$ cat src/hdl/skhi_mod.sv
// Iterative restoring modulo unit, one quotient bit per cycle.
`timescale 1ns / 1ps
module skhi_mod #(
   parameter int DIV_BITS = 13
) (
   input  logic                clock,
   input  logic                reset,
   input  logic                start,
   input  logic [31:0]         dividend,
   input  logic [DIV_BITS-1:0] divisor,
   output logic                done,
   output logic [DIV_BITS-1:0] remainder
);
   logic [31:0]       num_ff, num_in;
   logic [DIV_BITS:0] rem_ff, rem_in, trial;
   logic [DIV_BITS-1:0] div_ff, div_in;
   logic [5:0]        cnt_ff, cnt_in;
   logic              busy_ff, busy_in;

   assign done      = busy_ff && cnt_ff == 6'd32;
   assign remainder = rem_ff[DIV_BITS-1:0];
   assign trial     = {rem_ff[DIV_BITS-1:0], num_ff[31]};

   always_comb begin
      num_in  = num_ff;
      rem_in  = rem_ff;
      div_in  = div_ff;
      cnt_in  = cnt_ff;
      busy_in = busy_ff;
      if (start) begin
         num_in  = dividend;
         rem_in  = '0;
         div_in  = divisor;
         cnt_in  = '0;
         busy_in = 1'b1;
      end else if (done) begin
         busy_in = 1'b0;
      end else if (busy_ff) begin
         num_in = num_ff << 1;
         cnt_in = cnt_ff + 6'd1;
         rem_in = (trial >= {1'b0, div_ff}) ? trial - {1'b0, div_ff} : trial;
      end
   end

   always_ff @(posedge clock) begin
      num_ff <= num_in;
      rem_ff <= rem_in;
      div_ff <= div_in;
      cnt_ff <= cnt_in;
      if (reset) begin
         busy_ff <= 1'b0;
      end else begin
         busy_ff <= busy_in;
      end
   end
endmodule

$ cat config.mk
export PLATFORM = sky130hd
export DESIGN_NAME = skhi_mod
export DESIGN_NICKNAME = d
export VERILOG_FILES = /design/src/hdl/skhi_mod.sv
export SDC_FILE = /design/constraint.sdc
export NUM_CORES = 1
export LEC_CHECK = 0
export BUFFER_PORTS_ARGS = -buffer_cell sky130_fd_sc_hd__clkbuf_2
export CORE_MARGIN = 2
export CORE_UTILIZATION = 50
export DETAILED_ROUTE_END_ITERATION = 10
export PLACE_DENSITY = 0.81
export SLEW_MARGIN = 10
export SYNTH_ARGS = -nofsm -noshare
export SYNTH_HDL_FRONTEND = slang
export SYNTH_SLANG_ARGS = --single-unit
$ cat constraint.sdc
create_clock -name clock -period 4.3 [get_ports clock]
set_input_delay 1.29 -clock clock [delete_from_list [all_inputs] [get_ports clock]]
set_output_delay 1.29 -clock clock [all_outputs]
set_load 0.02 [all_outputs]
# Word-level counts from Yosys, hierarchy flattened
# Index checks and enable logic that the tools add are counted.
# W data, S select, Z words.
[word_totals]
ff_bits = 65
out_inout_bits = 14
in_bits = 48
ramBits = 0
mem_bits_ro = 0
memories = 0
word_cells = 22
latchBits = 0
[op_classes]
bitwise_logic = 1
n_mul = 0
shift = 0
reduce_logical = 5
n_mux = 6
n_eq_ne = 2
magnitude_cmp = 1
div = 0
n_addsub = 2
[op_table]
columns = ["op", "n"]
rows = [
  ["$mux W32", 3],
  ["$ge A14 B13 Y1", 1],
  ["$mux W13", 1],
  ["$sub A13 B13 Y13", 1],
  ["$add A6 B1 Y6 const B", 1],
  ["$eq A6 B6 Y1 const B", 1],
  ["$reduce_and A2 Y1", 2],
  ["$reduce_bool A2 Y1", 2],
  ["$mux W1", 2],
  ["$ne A2 B2 Y1 const B", 1],
  ["$logic_and A1 B1 Y1", 1],
  ["$not A1 Y1", 1],
]

# Logic depth before layout (Yosys ltp)
[logic_depth]
ltp_word = 4
mapped_depth = 11

# Least setup slack after synthesis
# OpenSTA, ideal clock, no wires.
[synth_path]
path_kind = "input port to flip-flop"
start = "input port start"
end = "register num_ff[0] (enable)"
slack_ns = 1.715
path_buffers = 1
path_stages = 3
setup_ns = 0.408
arrival_time_ns = 2.177
path_cell_list = "buf_6 -> nor2_1 -> inv_1"
[synth_between]
elab_chain_len = 2
elab_cells_between_ends = 3
[synth_rtl]
columns = ["item", "line", "text"]
rows = [
  ["start, declared", "8", "input logic start,"],
  ["$ne A2 B2 Y1 (no source line) / $reduce_bool A2 Y1 (equally long branches)", "--", ""],
  ["$reduce_and A2 Y1 (no source line) *", "--", ""],
  ["end signal, assigned", "46", "num_ff <= num_in;"],
  ["end, declared", "14", "logic [31:0] num_ff, num_in;"],
]
# Mark *: on every way between the ends. The rest lies on a longest branch, timed or not.
# A chain may end at the register's enable or synchronous reset.

# Worst setup path in the final report
[layout_path]
start = "register cnt_ff[0]"
end = "output port done"
[layout_between]
elab_chain_len = 2
[layout_rtl]
columns = ["item", "line", "text"]
rows = [
  ["start, declared", "17", "logic [5:0] cnt_ff, cnt_in;"],
  ["start signal, assigned", "49", "cnt_ff <= cnt_in;"],
  ["$eq A6 B6 Y1", "20", "assign done = busy_ff && cnt_ff == 6'd32;"],
  ["$logic_and A1 B1 Y1", "20", ""],
  ["end, declared", "11", "output logic done,"],
]
# Every way passes these cells.

==> qor.yml <==
regArea_um2: 1750
synth_nets: 337
die_h_um: 85.8
grt.total_usage: 0.184
postRouteAntennaNets: 0
holdCritPathClass: "flop to flop"
finClkSkew_ps: 9.77
vias: 2292
fin_setup_tns_ps: 0
cts_tree: "done"
gp_congestion: 0.846
grt_pass1_vias: 2278
postCtsHoldBufs: 0
clock.fmax_mhz: 342
cts_buffers: 9
ys_seq_area_frac: 0.524
dp_hpwl_um: 4450
ys_warn_count: 0
syn_area_um2: 3350
ys_types: 51
clock_latency_ps: 340
startpoint_type: "flop"
hold_violations: 0
setup_viol: 0
clk_pin_slew_worst_paths_ps: 80
drc: 0
drive_gt1_frac: 0.361
status: "finished, final reports clean"
ys.flop_type: "edfxtp_1"
nFillCells: 536
final_cell_mix: "clkbuf_2, edfxtp_1, mux2_2"
cts_setup_buffers: 0
p_leak_nw: 1.70
ctsResizeCount: 0
viasPerCell: 5.42
fin_util: 0.613
rr_startpoint: "rem_ff[6]"
crit_fanout: 4
slew_violations: 0
max_cap_viol_count: 0
synth_edf_count: 45
routed_wl_um: 6200
grt_overflow: 0
core_area_um2: 6420
chipWidth_um: 85.8
hold_path.startpoint: "rem_ff[2]"
syn_to_final_growth_pct: 17.6
power.density_nw_per_um2: 415
initial_core_util: 0.521
slew_headroom: 0.569
criticalPathCategory: "flop to primary output"
drt_iter0_drc: 162
worstPathArrival_ps: 1640
worstHoldPathCells: 2
async_flop_share: 0
fin_nets: 405
r2r-end: "rem_ff[0]"
antenna_found_initial: 0
min_period_ps: 2930
rows: 29
rrSetupSlack_ps: 1680
final_common_cell: "clkbuf_2"
synth-seq-cells: 65
r2r_cells: 9
holdPathEnd: "rem_ff[2]"
syn_avg_cell_area_um2: 12.3
rsz0062_at_grt: "no"
dr.pass1.iters: 6
cts_max_path_buffers: 2
crit_required_ps: 3010
cts_max_level: 3
p_total_mw: 1.63
peakVddDrop_v: 0.000212
multi_input_area_um2: 1450
grt_start_max_net_pins: 33
cts_root_buf: "clkbuf_8"
num_antenna_cells: 0
portBuffers: 61
crit_path_end_kind: "primary output"
wl_per_cell_um: 14.7
syn_inst: 273
clock-sinks: 65
grt_pass1_wl_um: 10500
ios: 62
tightest_slew_ps: 646
post-route-period-util: 0.681
die-area_um2: 7360
-- final cells by class --
type,instances,share of cell area
inverters,18,0.0172
multi-input cells,181,0.369
clock inverters,7,0.0254
clock buffers,9,0.0315
flip-flops and latches,65,0.445
repair buffers,66,0.0872
well taps,77,0.0245
-- kinds of logic after synthesis --
group,Yosys count,synth area share
mux,42,0.138
compound gates,52,0.115
simple gates,59,0.0871
xor+xnor,12,0.0314
fa+ha+maj,16,0.0621
flops,65,0.524
buf+inv,27,0.0426
-- metal layers --
metal,track usage,up-vias,part of all wire
li1,-,1143,-
met1,0.247,1067,0.46
met2,0.279,68,0.46
met3,0.0520,14,0.058
met4,0.0794,0,0.022
met5,0,-,0
-- worst max-delay path: stages, from the launching register on --
cell	delay [ps]
dfxtp_1	360
inv_1	70
ha_1	140
nor4b_1	350
and3_1	210
clkbuf_2	160
-- power by group --
part	internal (mW)	switching (mW)	total [mW]
clock	0.332	0.256	0.588
sequential	0.733	0.0258	0.759
combinational	0.136	0.151	0.287
-- sequential cells by signal, indices dropped and copies added (netlist names) --
name	count
num_ff	32
rem_ff	13
cnt_ff	6
div_ff	13
busy_ff	1
-- synth_stat cells, types with 2 or more instances --
library cell | instances | area share
a211oi_1 | 6 | 0.013
a21boi_0 | 2 | 0.0045
a21o_1 | 2 | 0.0045
a21o_2 | 2 | 0.0052
a21oi_1 | 10 | 0.015
a21oi_2 | 2 | 0.0052
a31o_1 | 2 | 0.0052
and2_1 | 2 | 0.0037
and3_1 | 2 | 0.0037
buf_6 | 5 | 0.017
clkbuf_1 | 3 | 0.0034
dfxtp_1 | 20 | 0.12
edfxtp_1 | 45 | 0.40
ha_1 | 15 | 0.056
inv_1 | 18 | 0.020
mux2_1 | 2 | 0.0067
mux2_2 | 31 | 0.10
mux2i_1 | 9 | 0.027
nand2_1 | 14 | 0.016
nand2b_1 | 3 | 0.0056
nand3_1 | 2 | 0.0030
nand4_1 | 4 | 0.0075
nor2_1 | 19 | 0.021
nor2b_1 | 2 | 0.0037
nor3_1 | 3 | 0.0045
o21a_1 | 2 | 0.0045
o21ai_0 | 7 | 0.010
o21ai_1 | 5 | 0.0075
or3_1 | 2 | 0.0037
xnor2_1 | 6 | 0.016
xor2_1 | 6 | 0.016
-- per-stage QoR --
step                setup slack [ps]  cell area, µm²  instances  hold WS (ps)
finish                          1370            3930        423           500
global route                    1230            3930        423           528
CTS                             1370            3930        423           502
detailed placement              1330            3710        407           491
global placement                1370            3710        407           478
floorplan                       1720            3350        273           462
-- how the worst max path moves through the flow --
stage	end	startpoint	slack [ps]	cells past startpoint
floorplan	num_ff[0]	start	1720	3
global placement	num_ff[29]	start	1370	3
detailed placement	num_ff[26]	start	1330	3
CTS	done	cnt_ff[0]	1370	5
global route	done	cnt_ff[0]	1230	5
finish	done	cnt_ff[0]	1370	5
Power figures use the tool's default switching activity.
