===== src/hdl/skhi_pkg.sv =====
// Package of shared types and constants for the string key hash index.
`timescale 1ns / 1ps
package skhi_pkg;
   localparam logic [1:0] CMD_INSERT = 2'd0;
   localparam logic [1:0] CMD_LOOKUP = 2'd1;
   localparam logic [1:0] CMD_CLEAR  = 2'd2;

   localparam logic [2:0] ST_INSERTED  = 3'd0;
   localparam logic [2:0] ST_DUPLICATE = 3'd1;
   localparam logic [2:0] ST_FULL      = 3'd2;
   localparam logic [2:0] ST_FOUND     = 3'd3;
   localparam logic [2:0] ST_NOT_FOUND = 3'd4;
   localparam logic [2:0] ST_CLEARED   = 3'd5;

   localparam int          KEY_BYTES  = 15;
   localparam int          KEY_BITS   = 120;
   localparam logic [31:0] HASH_SEED  = 32'd5381;
   localparam logic [7:0]  CHAR_FIRST = 8'd32;
   localparam logic [7:0]  CHAR_END   = 8'd127;

   typedef struct packed {
      logic [1:0]  command;
      logic [63:0] key_low;
      logic [55:0] key_high;
      logic [23:0] node_value;
   } req_type;

   typedef struct packed {
      logic [2:0]  status;
      logic [23:0] found_value;
   } rsp_type;
endpackage


===== src/hdl/skhi_hash.sv =====
// Iterative key normaliser and djb2 hash unit, one byte per cycle.
`timescale 1ns / 1ps
module skhi_hash #(
   parameter int KEY_CHARS = 15
) (
   input  logic                       clock,
   input  logic                       reset,
   input  logic                       start,
   input  logic [skhi_pkg::KEY_BITS-1:0] raw_key,
   output logic                       done,
   output logic [skhi_pkg::KEY_BITS-1:0] norm_key,
   output logic [31:0]                hash
);
   logic [skhi_pkg::KEY_BITS-1:0] raw_ff, raw_in, key_ff, key_in;
   logic [31:0] hash_ff, hash_in;
   logic [3:0]  pos_ff, pos_in, kept_ff, kept_in;
   logic        busy_ff, busy_in;
   logic [7:0]  ch;

   assign ch       = raw_ff[7:0];
   assign done     = busy_ff && (pos_ff == 4'(KEY_CHARS) || ch == 8'd0);
   assign norm_key = key_ff;
   assign hash     = hash_ff;

   always_comb begin
      raw_in  = raw_ff;
      key_in  = key_ff;
      hash_in = hash_ff;
      pos_in  = pos_ff;
      kept_in = kept_ff;
      busy_in = busy_ff;
      if (start) begin
         raw_in  = raw_key;
         key_in  = '0;
         hash_in = skhi_pkg::HASH_SEED;
         pos_in  = '0;
         kept_in = '0;
         busy_in = 1'b1;
      end else if (done) begin
         busy_in = 1'b0;
      end else if (busy_ff) begin
         raw_in = raw_ff >> 8;
         pos_in = pos_ff + 4'd1;
         if (ch >= skhi_pkg::CHAR_FIRST && ch < skhi_pkg::CHAR_END) begin
            key_in[kept_ff*8 +: 8] = ch;
            kept_in = kept_ff + 4'd1;
            hash_in = (hash_ff << 5) + hash_ff + {24'd0, ch};
         end
      end
   end

   always_ff @(posedge clock) begin
      raw_ff  <= raw_in;
      key_ff  <= key_in;
      hash_ff <= hash_in;
      pos_ff  <= pos_in;
      kept_ff <= kept_in;
      if (reset) begin
         busy_ff <= 1'b0;
      end else begin
         busy_ff <= busy_in;
      end
   end
endmodule


===== config.mk =====
export PLATFORM = sky130hd
export DESIGN_NAME = skhi_hash
export DESIGN_NICKNAME = d
export VERILOG_FILES = /design/src/hdl/skhi_pkg.sv /design/src/hdl/skhi_hash.sv
export SDC_FILE = /design/constraint.sdc
export NUM_CORES = 1
export LEC_CHECK = 0
export BUFFER_PORTS_ARGS = -buffer_cell sky130_fd_sc_hd__buf_2
export CORE_ASPECT_RATIO = 1.4
export CORE_MARGIN = 2
export CORE_UTILIZATION = 45
export CTS_BUF_LIST = sky130_fd_sc_hd__clkbuf_2
export CTS_CLUSTER_DIAMETER = 120
export DETAILED_ROUTE_END_ITERATION = 16
export PLACE_DENSITY_LB_ADDON = 0.25
export SLEW_MARGIN = 20
export SYNTH_ARGS = -nofsm -noshare
export SYNTH_HDL_FRONTEND = slang
export SYNTH_SLANG_ARGS = --single-unit
export TNS_END_PERCENT = 5

===== constraint.sdc =====
create_clock -name clock -period 6 [get_ports clock]
set_input_delay 1.2 -clock clock [delete_from_list [all_inputs] [get_ports clock]]
set_output_delay 1.2 -clock clock [all_outputs]
set_load 0.05 [all_outputs]

# Word-level counts from Yosys, hierarchy flattened
# Index checks and enable logic that the tools add are counted.
# Widths: inputs -> output; s select.
[classes]
addsub = 5
n_lt_le_gt_ge = 2
eq_ne = 2
shift = 2
mux = 6
n_bitwise = 1
reduce_logical = 9
[ops]
columns = ["cell", "count"]
rows = [
  ["$mux 120", 3],
  ["$bwmux 120", 1],
  ["$shift 8x34->120 const A", 1],
  ["$shiftx 8x34->120", 1],
  ["$neg 7->34", 1],
  ["$add 32x32->32", 1],
  ["$add 32x8->32", 1],
  ["$add 4x1->4 const B", 2],
  ["$ge 8x6->1 const B", 1],
  ["$logic_not 8->1", 1],
  ["$lt 8x7->1 const B", 1],
  ["$eq 4x4->1 const B", 1],
  ["$reduce_and 2->1", 2],
  ["$reduce_bool 2->1", 2],
  ["$reduce_and 3->1", 1],
  ["$logic_and 1x1->1", 2],
  ["$mux 1", 2],
  ["$ne 2x2->1 const B", 1],
  ["$logic_or 1x1->1", 1],
  ["$not 1->1", 1],
]
[word_totals]
regBits = 281
in_bits = 123
output_inout_bits = 153
wordCells = 33

# Depth between registers and ports, before layout
[depth]
word_depth = 5
depth_mapped = 13

# Worst setup path after synthesis
# OpenSTA, ideal clock, no wires.
[synth_timing]
path_kind = "input port to flip-flop"
start = "input start"
end = "register raw_ff[0] (netlist name), enable pin"
setup_ns = 0.483
arrival_ns = 4.540
t_required_ns = 5.517
slack_ns = 0.977
path_stages = 5
path_cell_list = "clkbuf_1 -> clkbuf_1 -> inv_1 -> clkbuf_1 -> nand2_1"
[synth_between]
elab_chain_len = 2
word_cells_on_any_way = 3
cone_classes = "eq/ne: 1; reduce/logical: 2"
[synth_lines]
columns = ["element", "line_no", "source"]
rows = [
  ["start, declared", "skhi_hash.sv:8", "input logic start,"],
  ["$ne 2x2->1 (no source line) or $reduce_bool 2->1 (tied branches)", "-", ""],
  ["$reduce_and 2->1 (no source line) *", "-", ""],
  ["end signal, assigned", "skhi_hash.sv:53", "raw_ff <= raw_in;"],
  ["end, declared", "skhi_hash.sv:14", "logic [skhi_pkg::KEY_BITS-1:0] raw_ff, raw_in, key_ff, key_in;"],
]
# Mark *: on every way between the ends. The rest lies on a longest branch, timed or not.
# A chain may end at the register's enable or synchronous reset.

# Worst setup path in the final report
[layout_timing]
start = "register raw_ff[2] (netlist name)"
end = "output done"
[layout_between]
elab_chain_len = 3
[layout_lines]
columns = ["element", "line_no", "source"]
rows = [
  ["$logic_not 8->1", "skhi_hash.sv:21", "assign done = busy_ff && (pos_ff == 4'(KEY_CHARS) || ch == 8'd0);"],
  ["$logic_or 1x1->1", "skhi_hash.sv:21", ""],
  ["$logic_and 1x1->1", "skhi_hash.sv:21", ""],
  ["end, declared", "skhi_hash.sv:10", "output logic done,"],
]
# No other way between the ends.

==> out/metrics.yaml <==
nFillCells: 2602
crit_start: "raw_ff[2]"
path_max_fanout: 12
grt_pass1_vias: 9959
yosysMostFrequentCell: "dfxtp_1"
critPathKind: "register to primary output"
final.min_clock_period_ps: 3790
yosysTopAreaCell: "edfxtp_1"
vias: 9905
synth_area_um2: 13000
ant_nets: 0
ff2ff_path_depth: 12
fmax_mhz: 264
seqCellArea_um2: 6830
tightestPinTransition_ps: 970
critPathArrivalTime_ps: 2590
cts_sinks: 281
clk_latency_ps: 860
hold_violations: 0
p_per_area_nw_per_um2: 262
async_reset_ff_share_pct: 0
synth_top_area_share_pct: 27.7
grt_start_max_net_pins: 169
fin_tns_setup_ps: 0
cp.required_ps: 4800
place_hpwl_mm: 22.9
synth_edf_count: 120
drc: 0
status: "complete, no violations"
finalClockSkew_ps: 89.4
synth_warnings: 0
endpoint: "done"
syn_avg_cell_area_um2: 11.0
regToRegEndpoint: "hash[29]"
drive_gt1_share_pct: 34.1
core.rowCount: 73
drtIter0Drc: 471
groute.usage.overall_pct: 21.0
antenna_found_initial: 10
gp_congestion: 0.864
vdd_drop_max_mv: 0.146
max_slew_margin_pct: 35.3
ys_types: 48
clock_path_buffers: 3
rsz0062_at_grt: "no"
hold_buffers: 0
syn_inst: 1183
ys_ff_latch: 281
die-area_um2: 30300
min_period_over_period_pct: 63.2
cts-root-buf: "clkbuf_2"
cts_tree: "built"
r2r_start: "raw_ff[5]"
setup_viol: 0
reg2reg_setup_slack_ps: 2210
multi_input_area_um2: 5890
numCtsBuffers: 69
syn_to_final_growth_pct: 17.8
yosysSeqAreaShare_pct: 52.5
synth_top_flop_cell: "dfxtp_1"
drtPass1Iterations: 5
synth.area.top_cells: "edfxtp_1 (28%), dfxtp_1 (25%), mux2_2 (9.8%)"
io_buffers: 275
coreArea_um2: 28400
post-cts-setup-buffer-count: 0
die_x_um: 148
routed_via_density: 5.22
syn_nets: 1374
io-pin-count: 276
post_drt_wl_per_cell_um: 17.0
grt-ovfl-total: 0
fin_nets: 1661
critPathLaunchType: "register"
holdCritStartpoint: "norm_key[70]"
routed_wl_mm: 32.3
total_leakage_power_uw: 0.00676
dp_slack_ps: 2210
hp-class: "register to register"
grt_pass1_wl_mm: 50.7
cts_max_level: 3
die_y_um: 205
synth_common_cells: "dfxtp_1 (161), edfxtp_1 (120), mux2_2 (113)"
post_cts_resized: 0
start_util_pct: 45.8
endpoint_kind: "primary output"
final-max-slew-violation-count: 0
clk_pin_slew_ps: 110
max_cap_violations: 0
fin_ws_ps: 2210
-- worst max-delay path: stages (launching register included) --
cell and delay [ps]:
edfxtp_1 650, nor4_1 460, a32oi_2 130, nor2b_1 180, buf_2 310
-- logic make-up (layout without fill, tap and decap cells) --
logic type | count (synthesis) | count (layout) | share of synthesized area, %
compound gates | 169 | 169 | 7.84
xor+xnor | 34 | 34 | 2.29
fa+ha+maj | 68 | 68 | 6.77
buf+inv | 81 | 415 | 2.40
flops | 281 | 281 | 52.5
mux | 184 | 184 | 15.2
other cells | 0 | 6 | 0
simple gates | 366 | 366 | 13.0
-- state kept, by name (all words and copies together), names as in the netlist --
| register | count |
|---|---|
| busy_ff | 1 |
| hash | 32 |
| kept_ff | 4 |
| norm_key | 120 |
| pos_ff | 4 |
| raw_ff | 120 |
-- worst min path at each step --
| stage | to | slack (ps) | cells after the start |
|---|---|---|---|
| 4_1_cts | busy_ff | 390 | 2 |
| 6_report | norm_key[70] | 450 | 2 |
| 5_1_grt | busy_ff | 380 | 2 |
| 3_3_place_gp | norm_key[51] | 440 | 2 |
| 2_1_floorplan | pos_ff[1] | 450 | 2 |
| 3_5_place_dp | norm_key[68] | 440 | 2 |
-- area by class of cell --
cell class,count,area share [%]
clock inverter,14,0.563
timing repair buffer,282,9.55
antenna,6,0.0979
inverter,15,0.367
sequential,281,44.5
clock buffer,104,3.40
multi-input combinational,821,38.4
tap,375,3.06
-- cell usage in the layout, fill, tap and decap left out, drive strengths merged, types with 3 or more instances in the layout --
master / Yosys / final
nand2b: 3 / 3
o21ai: 20 / 20
a31oi: 9 / 9
o21bai: 4 / 4
mux2: 113 / 113
nand2: 109 / 109
buf: 6 / 282
a21o: 14 / 14
xor2: 12 / 12
clkbuf: 60 / 104
fa: 4 / 4
nor3b: 7 / 7
ha: 64 / 64
nor3: 14 / 14
a22o: 4 / 4
nor4: 6 / 6
nor2: 114 / 114
o211ai: 6 / 6
o21a: 7 / 7
a41oi: 5 / 5
inv: 15 / 17
nor2b: 5 / 5
clkinv: 0 / 10
edfxtp: 120 / 120
or4: 3 / 3
xnor2: 22 / 22
a21oi: 87 / 87
and3: 17 / 17
diode: 0 / 6
dfxtp: 161 / 161
mux2i: 71 / 71
or2: 3 / 3
nand3: 48 / 48
and2: 26 / 26
a211oi: 6 / 6
nand4: 10 / 10
-- layer usage --
layer	GRT usage, %	routed length (µm)	vias up
met5	0	69	-
met4	10.3	1270	10
met3	6.98	2720	101
met2	36.0	15900	363
met1	23.4	12400	4563
li1	-	-	4868
-- report_power, final --
group          internal (µW)  switching, µW
clock                    500            753
sequential              2120           57.8
combinational            238            353
total                   2860           1160
-- stage by stage --
| step | util (%) | instance area [µm²] | total power [µW] | hold WS [ps] | instances |
|---|---|---|---|---|---|
| floorplan | - | 13000 | 2640 | 454 | 1183 |
| global placement | 51.8 | 14700 | 2790 | 439 | 1774 |
| detailed placement | 51.8 | 14700 | 2810 | 444 | 1774 |
| CTS | 53.9 | 15300 | 4080 | 392 | 1892 |
| global route | 54.0 | 15300 | 4240 | 385 | 1897 |
| finish | 54.0 | 15300 | 4020 | 454 | 1898 |
Note: power is estimated with default switching activity, not from simulation.
