### src/hdl/skhi_ram.sv
// Generic single-port RAM with registered read.
`timescale 1ns / 1ps
module skhi_ram #(
   parameter int WIDTH = 8,
   parameter int DEPTH = 16
) (
   input  logic                     clock,
   input  logic                     wr_en,
   input  logic [$clog2(DEPTH)-1:0] addr,
   input  logic [WIDTH-1:0]         wr_data,
   output logic [WIDTH-1:0]         rd_data
);
   logic [WIDTH-1:0] mem [DEPTH];
   always_ff @(posedge clock) begin
      if (wr_en) begin
         mem[addr] <= wr_data;
      end
      rd_data <= mem[addr];
   end
endmodule

### config.mk
export PLATFORM = sky130hd
export DESIGN_NAME = skhi_ram
export DESIGN_NICKNAME = d
export VERILOG_FILES = /design/src/hdl/skhi_ram.sv
export SDC_FILE = /design/constraint.sdc
export NUM_CORES = 1
export LEC_CHECK = 0
export BUFFER_PORTS_ARGS = -buffer_cell sky130_fd_sc_hd__clkbuf_2
export CORE_MARGIN = 2
export CORE_UTILIZATION = 47
export CTS_BUF_LIST = sky130_fd_sc_hd__clkbuf_16
export DETAILED_ROUTE_END_ITERATION = 10
export GPL_ROUTABILITY_DRIVEN = 1
export MAX_ROUTING_LAYER = met4
export PLACE_DENSITY_LB_ADDON = 0.1
export SYNTH_ARGS = -nofsm -noshare
export SYNTH_HDL_FRONTEND = slang
export SYNTH_SLANG_ARGS = --single-unit
### constraint.sdc
create_clock -name clock -period 2.1 [get_ports clock]
set_input_delay 0.21 -clock clock [delete_from_list [all_inputs] [get_ports clock]]
set_output_delay 0.21 -clock clock [all_outputs]
set_load 0.02 [all_outputs]
* Word level (Yosys, flattened, before mapping) *
Memory sizes are Yosys's and may differ from the RTL's. A register that Yosys moved wholly into a read port is not among the register bits.
Index checks and enable logic that the tools add are counted.

storage, ports and cells
  register bits after elaboration = 0
  latch bits = 0
  bits in writable memories = 128
  ROM bits = 0
  bits of input ports = 14
  output and inout port bits = 8
  logic and storage cells = 3
  memories kept = 1

operators by class
  $add $sub $neg = 0
  multiply operators = 0
  div/mod/pow operators = 0
  order comparisons = 0
  equality and inequality tests = 0
  shifts and indexed selects = 0
  muxes and demuxes = 2
  bitwise gates (word level) = 0
  reductions and logical operators = 0

memories
  name  words  width  read ports  clocked after memory_dff  wr ports  line  source
  mem   16     8      1           1                         1         13    logic [WIDTH-1:0] mem [DEPTH];

operators by type and width
  kind    number
  $mux 1  2

* Logic depth before layout (Yosys ltp) *
Gate-level depths: netlist of run 1.

  depth in word-level cells = 2
  mapped depth = 5
  mapped depth without buffers = 3

* Worst setup path after synthesis of run 1 *
OpenSTA, ideal clock, no wires.

  kind = input port to flip-flop
  start = input addr[2]
  end = memory mem[0][0], enable pin
  arrival = 1320 ps
  slack = 397 ps
  cell stages on the path = 2
  path buffers = 0
  path through = or3b_2 -> nor3_1

RTL lines
  what             line  source
  start, declared  9     input logic [$clog2(DEPTH)-1:0] addr,
  end, declared    13

No word-level cell before the write port.

==> summary.txt, run 1 <==
Floorplan
  • Io pins: 22
  • Rows: 37
  • Die Area: 0.01163 mm2
  • Initial Utilization: 48.65%
  • Chip width: 107.8 um
  • Height of the die: 107.8 um
  • Core ar.: between 0.01 and 0.015 mm2

Power
  • Static leakage: 2.088 nW
  • Pwr/cell area: 1055 mW/mm2
  • VDD IR max: 490.3 uV

Worst setup path
  • Crit Path Category: reg2reg
  • Critical Path End Type: flop
  • Arr. time, crit path: ~1.7 ns
  • Crit-path max FO: 1
  • Type of origin of the critical path: flop
  • Critical path required time: around 2.4 ns

Clock tree
  • CTS tree: built
  • Post_cts resized: 0
  • Post-CTS Repair Setup Buffers: 0
  • CTS Buf Count: 17
  • Clock Latency Late Sink: approximately 0.4 ns
  • Clock transition at path regs: 0.06 ns
  • Hold_buf cts: 0
  • H-tree levels: 4
  • # clock sinks: 136
  • CTS max path bufs: 2
  • CTS root buf: clkbuf_16

Timing
  • Fmax: approximately 0.73 GHz
  • Setup TNS: 0 ns
  • RSZ-0062 raised after global routing: no
  • Slew headroom: 73.74%
  • Worst Skew: 0.008377 ns
  • Endpoints failing setup: 0
  • Final Cycle Share: 64.82%
  • Final Hold Fails: 0
  • Tmin final: 1.361 ns
  • Worst-Margin Slew: roughly 0.39 ns
  • Final Slew Violations: 0

Route
  • 1st-iter DRT viols: around 110
  • Routed WL: approximately 9.7 mm
  • Vias per inst: 5.475
  • Routed Antenna Nets: 0
  • DRC violations left: 0
  • Detailed-route via count: between 2000 and 2500
  • Initial DRT Pass Iterations: 4
  • Post-DR wirelength/cell: 22.20 um

GRT
  • Gr ovfl total: 0
  • Initial antenna violation count: 0
  • GRT Util Overall: 19.17%
  • Number of global-route vias before repair: 2592
  • Largest net degree at the start of global routing: 40
  • First-pass GRT wire length: 15.00 mm

Final layout
  • Antenna cells: 0
  • Nets@finish: 301
  • Area delta synth->final: 21.68%
  • Layout cells sized above 1: 37.00%
  • Design area: approximately 0.0062 mm2

Yosys
  • Synth cell count leaders: 128 x edfxtp_1, 32 x mux4_2, 16 x a22oi_1
  • Synth area leaders: edfxtp_1 76%, mux4_2 14%, dfxtp_1 3.2%
  • Post-synth EDFFs: 128
  • Share of flip-flops with an asynchronous set or reset: 0%
  • Synth top area share: 75.85%
  • Dominant cell type by area after synthesis: edfxtp_1
  • Distinct cell type count of the synthesized netlist: 18
  • Net Count, Synth: 244
  • Seq cells post-synth: 136
  • Synth warn: 0
  • Syn avg cell area: 22.03 um2
  • Count leader, synth: edfxtp_1
  • Seq/Total Area, Yosys: around four fifths
  • Post-Syn Area: about 0.005 mm2
  • Syn Inst Count: 230
  • Most used DFF post-synth: edfxtp_1

Placement
  • Dpl cell area: roughly 0.0055 mm2
  • GP Congestion: 0.7797
  • Port bufs: 21
  • Detailed Place HPWL: 6.282 mm

Min path
  • Hold Crit Class: in2reg

Flow run
  • # Max-Cap Violations: 0

Status
  • Outcome: finished clean
## sequential cells by signal, indices dropped and copies added, names as in the netlist
name	flops
rd_data	8
mem	128
## stage by stage
step	worst slack, ns	hold slack [ns]	std cells	total power [mW]	util (%)
2_1_floorplan	0.3970	0.3089	230	3.283	-
6_report	0.7387	0.2562	436	6.502	59.20
4_1_cts	0.7163	0.2316	436	6.571	59.20
3_3_place_gp	0.4452	0.6259	404	3.426	53.09
5_1_grt	0.6799	0.2544	436	6.705	59.20
3_5_place_dp	0.4563	0.6263	404	3.430	53.09
## placed cells by master (no fill, tap or decap), types with 2 or more instances in the layout
| cell type | n |
|---|---|
| nand2_1 | 9 |
| nor2_1 | 13 |
| a22oi_1 | 16 |
| bufinv_16 | 5 |
| nor2b_1 | 2 |
| inv_1 | 2 |
| dfxtp_1 | 8 |
| nand3b_1 | 2 |
| clkinvlp_4 | 4 |
| clkbuf_16 | 17 |
| buf_12 | 3 |
| clkinv_2 | 2 |
| mux4_2 | 32 |
| nand2b_1 | 2 |
| edfxtp_1 | 128 |
| nor3_1 | 4 |
| clkbuf_2 | 21 |
| buf_4 | 25 |
## path summary, 6_finish.rpt
kind	slack (ns)	end	startpoint	cells past startpoint
min	0.26	mem[6][4]$_DFFE_PP_	wr_data[4]	1
max reg2reg	0.74	rd_data[3]$_DFF_P_	mem[3][3]$_DFFE_PP_	3
max	0.74	rd_data[3]$_DFF_P_	mem[3][3]$_DFFE_PP_	3
min reg2reg	0.68	rd_data[7]$_DFF_P_	mem[12][7]$_DFFE_PP_	3
## routing by layer
layer	vias to the layer above	wire, um	track usage (%)
li1	1078	-	-
met1	1240	4487	25.37
met2	57	4753	28.80
met3	12	312	4.843
met4	0	124	7.875
met5	-	0	-
## layout make-up
type	instances	area, um2
Clock buffer	17	425.4
Clock inverter	15	210.2
Fill cell	747	4250
Multi-Input combinational cell	83	1003
Sequential cell	136	4004
Tap cell	136	170.2
Timing Repair Buffer	49	352.8
## power by group
group | switching [mW] | internal (mW)
clock network | 1.04 | 2.09
logic | 0.183 | 0.130
registers | 0.0203 | 3.04
total | 1.25 | 5.25
## worst max-delay path: stages, from the launching register on
cell	delay (ns)
edfxtp_1	0.36
mux4_2	0.47
a22oi_1	0.32
nand2_1	0.10
## cells by family after synthesis
| logic type | after synthesis | synth area share, % |
|---|---|---|
| muxes | 32 | 14.22 |
| and+or+nand+nor | 35 | 3.210 |
| DFF | 136 | 79.01 |
| buffers and inverters | 11 | 1.185 |
| AOI/OAI and AO/OA | 16 | 2.370 |
Power figures use the tool's default switching activity.
==> inputs of run 2 (changes only) <==
- ABC_AREA: default -> 1
- clock period: 2.1 -> 1.3 ns (I/O delays scaled with it)
==> run 2 against run 1 <==
  * The flow now finishes with violations (design-rule violations)
  * Critical path depth decreased by 2
  * Cell area increased by 7.4%
  * Sequential cell count unchanged
  * First-iteration DRC count increased by 140%
  * Setup slack got worse by 0.51 ns
  * Non-clock buffer count decreased by 8
  * Clock power increased by 32%
  * Synthesized cell count increased by 140%
  * Final cell count increased by 70%
  * Hold slack got worse by 0.057 ns
  * Sequential share of layout area decreased by 4.5 points
==> summary.txt, run 2 <==
Status
  • Outcome: complete, but fails checks
  • Failing checks: design-rule violations

GRT
  • GRT Util Overall: between 20% and 30%
  • Gr ovfl total: 0
  • First-pass GRT wire length: 18.71 mm
  • Largest net degree at the start of global routing: 36
  • Initial antenna violation count: 0
  • Number of global-route vias before repair: 3421

Timing
  • Slew headroom: between 60 and 70%
  • Tmin final: 1.072 ns
  • RSZ-0062 raised after global routing: no
  • Final Slew Violations: 0
  • Fmax: 0.9328 GHz
  • Endpoints failing setup: 0
  • Worst-Margin Slew: 0.4573 ns
  • Setup TNS: 0 ns
  • Worst Skew: around 0.011 ns
  • Final Cycle Share: 82.47%
  • Final Hold Fails: 0

Final layout
  • Commonest non-fill, non-tap cells in the layout: 346 x nand2_1, 128 x edfxtp_1, 26 x inv_1, 21 x clkbuf_2, 17 x clkbuf_16
  • Fillcell total: 970
  • Antenna cells: 0
  • Design area: 0.006620 mm2
  • Fin util: 57.49%
  • Most flop-heavy register: mem
  • Largest registers: mem (128), rd_data (8)
  • Nets@finish: 601
  • Commonest non-fill, non-tap cell in the layout: nand2_1
  • Layout cells sized above 1: 13.88%
  • Multi-input gate area: about 0.0015 mm2
  • Area delta synth->final: 18.37%
  • Max reg flops: 128
  • FF/Latch Area: 0.004004 mm2
  • Final Non-Filler Cells: between 700 and 800

Clock tree
  • CTS root buf: clkbuf_16
  • H-tree levels: 4
  • CTS tree: built
  • # clock sinks: ~140
  • Post_cts resized: 0
  • CTS Buf Count: 17
  • Clock transition at path regs: 0.05 ns
  • CTS max path bufs: 2
  • Post-CTS Repair Setup Buffers: 0
  • Clock Latency Late Sink: 0.42 ns
  • Hold_buf cts: 0

Worst setup path
  • R2R cell count: 8
  • Setup slack, reg-to-reg: between 0.2 and 0.3 ns
  • Crit path launch: rd_data[6]$_DFF_P_
  • Crit-path max FO: 1
  • Critical path's top delay family: flip-flops
  • Reg2reg end: rd_data[3]$_DFF_P_
  • Worst path bufs/invs: 1
  • Reg2reg start: mem[13][3]$_DFFE_PP_
  • Type of origin of the critical path: flop
  • Critical path required time: ~1.2 ns
  • Arr. time, crit path: 0.94 ns
  • Max incr delay on CP: 0.35 ns
  • Crit Path Category: reg2out
  • Critical Path End Type: output port
  • Cell chain of the critical path: clkbuf_2
  • Critical path's slowest cell: dfxtp_1

Min path
  • Hold Crit Class: in2reg
  • Hold Path Stages: 1
  • Hold_sp: wr_data[3]
  • Hold EP: mem[12][3]$_DFFE_PP_

Power
  • VDD IR max: between 1000 and 1500 uV
  • Static leakage: approximately 2.8 nW
  • Pwr/cell area: around 1500 mW/mm2

Route
  • Routed WL: 12.14 mm
  • Routed Antenna Nets: 0
  • DRC violations left: 3
  • Detailed-route via count: 3545
  • Initial DRT Pass Iterations: 7
  • 1st-iter DRT viols: 270
  • Post-DR wirelength/cell: 16.38 um
  • Vias per inst: 4.784

Placement
  • GP Congestion: 0.8233
  • Placed instance count: 711
  • Dpl cell area: just over 0.006 mm2
  • Detailed Place HPWL: 7.544 mm
  • Port bufs: 21

Floorplan
  • Io pins: 22
  • Rows: 39
  • Height of the die: 113.1 um
  • Core ar.: 0.01152 mm2
  • Die Area: 0.01279 mm2
  • Chip width: 113.1 um
  • Initial Utilization: between 40% and 50%

Yosys
  • Dominant cell type by area after synthesis: edfxtp_1
  • Seq/Total Area, Yosys: 71.59%
  • Synth top area share: between 60% and 70%
  • Most used DFF post-synth: edfxtp_1
  • Distinct cell type count of the synthesized netlist: 11
  • Synth warn: 0
  • Syn avg cell area: between 10 and 15 um2
  • Post-Syn Area: 0.005593 mm2
  • Net Count, Synth: 562
  • Count leader, synth: nand2_1
  • Share of flip-flops with an asynchronous set or reset: 0%
  • Synth cell count leaders: 346 x nand2_1, 128 x edfxtp_1, 21 x inv_1
  • Syn Inst Count: 548
  • Synth area leaders: edfxtp_1 69%, nand2_1 23%, dfxtp_1 2.9%
  • Seq cells post-synth: 136
  • Post-synth EDFFs: 128

Flow run
  • # Max-Cap Violations: 0
[run 2: changes by cell type after synthesis, sizes merged, moves of 4 or more]
cell	before	now
a22oi	16	0
nor2	13	18
buf	8	18
mux4	32	0
nor3	4	0
inv	0	22
nand2	9	346
[run 2: cell families after synthesis]
| group | synth area share, % |
|---|---|
| buffers and inverters | 3.624 |
| and+or+nand+nor | 24.79 |
| DFF | 71.59 |
[run 2: where the power goes]
group	switching (mW)	internal, mW	leakage [nW]
Combinational	0.479	0.203	1.33
Sequential	0.0278	4.91	1.22
Clock	1.62	2.52	0.268
[run 2: area by class of cell]
| type | instances | share of cell area (%) |
|---|---|---|
| Clock inverter | 13 | 1.191 |
| Inverter | 23 | 1.304 |
| Clock buffer | 17 | 6.426 |
| Tap cell | 143 | 2.703 |
| Sequential cell | 136 | 60.48 |
| Timing Repair Buffer | 41 | 4.990 |
| Multi-Input combinational cell | 368 | 22.91 |
[run 2: layer usage]
metal / up-vias / track usage [%] / wire, um
li1: 1835 / - / -
met1: 1612 / 28.85 / 5686
met2: 83 / 30.62 / 5545
met3: 15 / 5.088 / 729
met4: 0 / 7.317 / 176
met5: - / - / 0
[run 2: worst max path at each step]
stage | end | slack (ns) | cells past startpoint
floorplan | mem[0][0]$_DFFE_PP_ | -0.06 | 5
global placement | mem[6][1]$_DFFE_PP_ | -0.01 | 5
detailed placement | mem[6][2]$_DFFE_PP_ | -0.03 | 5
CTS | rd_data[1] | 0.23 | 1
global route | rd_data[3]$_DFF_P_ | 0.18 | 8
finish | rd_data[6] | 0.23 | 1
[run 2: metrics by stage]
step	setup slack, ns	hold slack (ns)	power (mW)
finish	0.2280	0.1992	9.755
global route	0.1792	0.2304	10.11
detailed placement	-0.02500	0.5498	5.712
floorplan	-0.05837	0.2289	5.422
global placement	-0.01012	0.5481	5.707
CTS	0.2255	0.2010	9.825
==> inputs of run 3 (changes only) <==
- clock period: 1.3 -> 1.1 ns (I/O delays scaled with it)
==> run 3 against run 2 <==
  * Clock power rose by 26%
  * Global-route usage up 1.5 points
  * Largest power group unchanged
  * Setup slack got worse by 0.19 ns
  * Die area stayed put
  * The run still ends with design-rule violations left
  * Final cell count up 1.2%
  * Total power is 22% higher
  * Hold slack got worse by 0.018 ns
  * Non-clock buffer count is 7 higher
  * Critical path type unchanged
==> summary.txt, run 3 (synthesis results as in run 2) <==
Worst setup path
  • Cell chain of the critical path: clkbuf_2
  • R2R cell count: 8
  • Setup slack, reg-to-reg: 0.09 ns
  • Max incr delay on CP: 0.36 ns
  • Crit-path max FO: 1
  • Critical path's slowest cell: dfxtp_1
  • Type of origin of the critical path: flop
  • Crit Path Category: reg2out
  • Arr. time, crit path: 0.96 ns
  • Critical path required time: 0.99 ns
  • Critical Path End Type: output port
  • Worst path bufs/invs: 1
  • Critical path's top delay family: flip-flops
  • Critical Path Stages: 1

Clock tree
  • Post-CTS Repair Setup Buffers: 0
  • CTS Buf Count: 17
  • H-tree levels: 4
  • CTS max path bufs: 2
  • Clock transition at path regs: 0.06 ns
  • Hold_buf cts: 0
  • Clock Latency Late Sink: approximately 0.4 ns
  • # clock sinks: 136
  • Post_cts resized: 0
  • CTS root buf: clkbuf_16
  • CTS tree: built

GRT
  • Initial antenna violation count: 0
  • Number of global-route vias before repair: 3694
  • Gr ovfl total: 0
  • GRT Util Overall: 22.43%
  • Largest net degree at the start of global routing: 24
  • First-pass GRT wire length: 20.17 mm

Route
  • Initial DRT Pass Iterations: 7
  • DRC violations left: 3
  • Routed WL: 12.55 mm
  • Detailed-route via count: ~3700
  • Routed Antenna Nets: 0
  • Post-DR wirelength/cell: about 17 um
  • Vias per inst: ~4.9
  • 1st-iter DRT viols: 157

Timing
  • Final Cycle Share: about 97%
  • Final Hold Fails: 0
  • Fmax: 0.9375 GHz
  • Final setup margin: 0.03335 ns
  • Tmin final: 1.067 ns
  • RSZ-0062 raised after global routing: no
  • Worst Skew: 0.005327 ns
  • Worst-Margin Slew: 0.4310 ns
  • Slew headroom: about 71%
  • Final Slew Violations: 0
  • Endpoints failing setup: 0

Final layout
  • Fin util: 59.43%
  • Area delta synth->final: 22.37%
  • Most flop-heavy register: mem
  • Nets@finish: 608
  • Commonest non-fill, non-tap cell in the layout: nand2_1
  • Layout cells sized above 1: between 10% and 20%
  • Max reg flops: roughly 130
  • Largest registers: mem (128), rd_data (8)
  • Commonest non-fill, non-tap cells in the layout: 339 x nand2_1, 128 x edfxtp_1, 20 x inv_1, 20 x clkbuf_2
  • Antenna cells: 0

Min path
  • Hold Crit Class: in2reg
  • Hold Path Stages: 1

Flow run
  • # Max-Cap Violations: 0

Power
  • Pwr/cell area: around 1700 mW/mm2
  • Static leakage: 2.895 nW
  • VDD IR max: 1287 uV

Floorplan
  • Die Area: 0.01279 mm2
  • Core ar.: 0.01152 mm2
  • Rows: 39
  • Chip width: around 110 um
  • Io pins: 22
  • Height of the die: 113.1 um
  • Initial Utilization: 48.57%

Placement
  • GP Congestion: around 0.8
  • Detailed Place HPWL: 8.121 mm
  • Place WS: -0.1731 ns
  • Port bufs: 21

Status
  • Outcome: complete, but fails checks
  • Failing checks: design-rule violations
-- run 3: worst paths after layout --
path                  startpoint                    to
min reg2reg  mem[1][6]$_DFFE_PP_    rd_data[6]$_DFF_P_
max           rd_data[5]$_DFF_P_            rd_data[5]
min                   wr_data[6]  mem[13][6]$_DFFE_PP_
max reg2reg  mem[7][4]$_DFFE_PP_    rd_data[4]$_DFF_P_
-- run 3: cell type report --
| type | instances | area (um2) |
|---|---|---|
| Multi-Input combinational cell | 368 | 1579 |
| Inverter | 23 | 91.34 |
| Clock inverter | 15 | 117.6 |
| Tap cell | 143 | 178.9 |
| Timing Repair Buffer | 48 | 447.9 |
| Clock buffer | 17 | 425.4 |
| Sequential cell | 136 | 4004 |
| Fill cell | 978 | 4672 |
-- run 3: power breakdown --
part	total [mW]	switching [mW]	internal, mW
combinational	0.877	0.596	0.281
clock	5.20	1.95	3.24
sequential	5.83	0.0358	5.80
-- run 3: through the flow --
step / setup TNS [ns] / instances / cell area (um2) / hold slack, ns / power (mW)
after floorplan: 0 / 548 / 5802 / 0.2089 / 6.435
after global placement: -15.90 / 718 / 6281 / 0.5286 / 6.807
after detailed placement: -18.16 / 718 / 6281 / 0.5303 / 6.819
after CTS: 0 / 750 / 6824 / 0.2078 / 12.00
after global routing: 0 / 750 / 6844 / 0.2130 / 12.36
final: 0 / 750 / 6844 / 0.1813 / 11.91
-- run 3: metal layers --
| metal | track usage, % | routed length [um] |
|---|---|---|
| met1 | 30.60 | 5601 |
| met2 | 32.93 | 5933 |
| met3 | 6.052 | 803 |
| met4 | 7.561 | 211 |
| met5 | - | 0 |
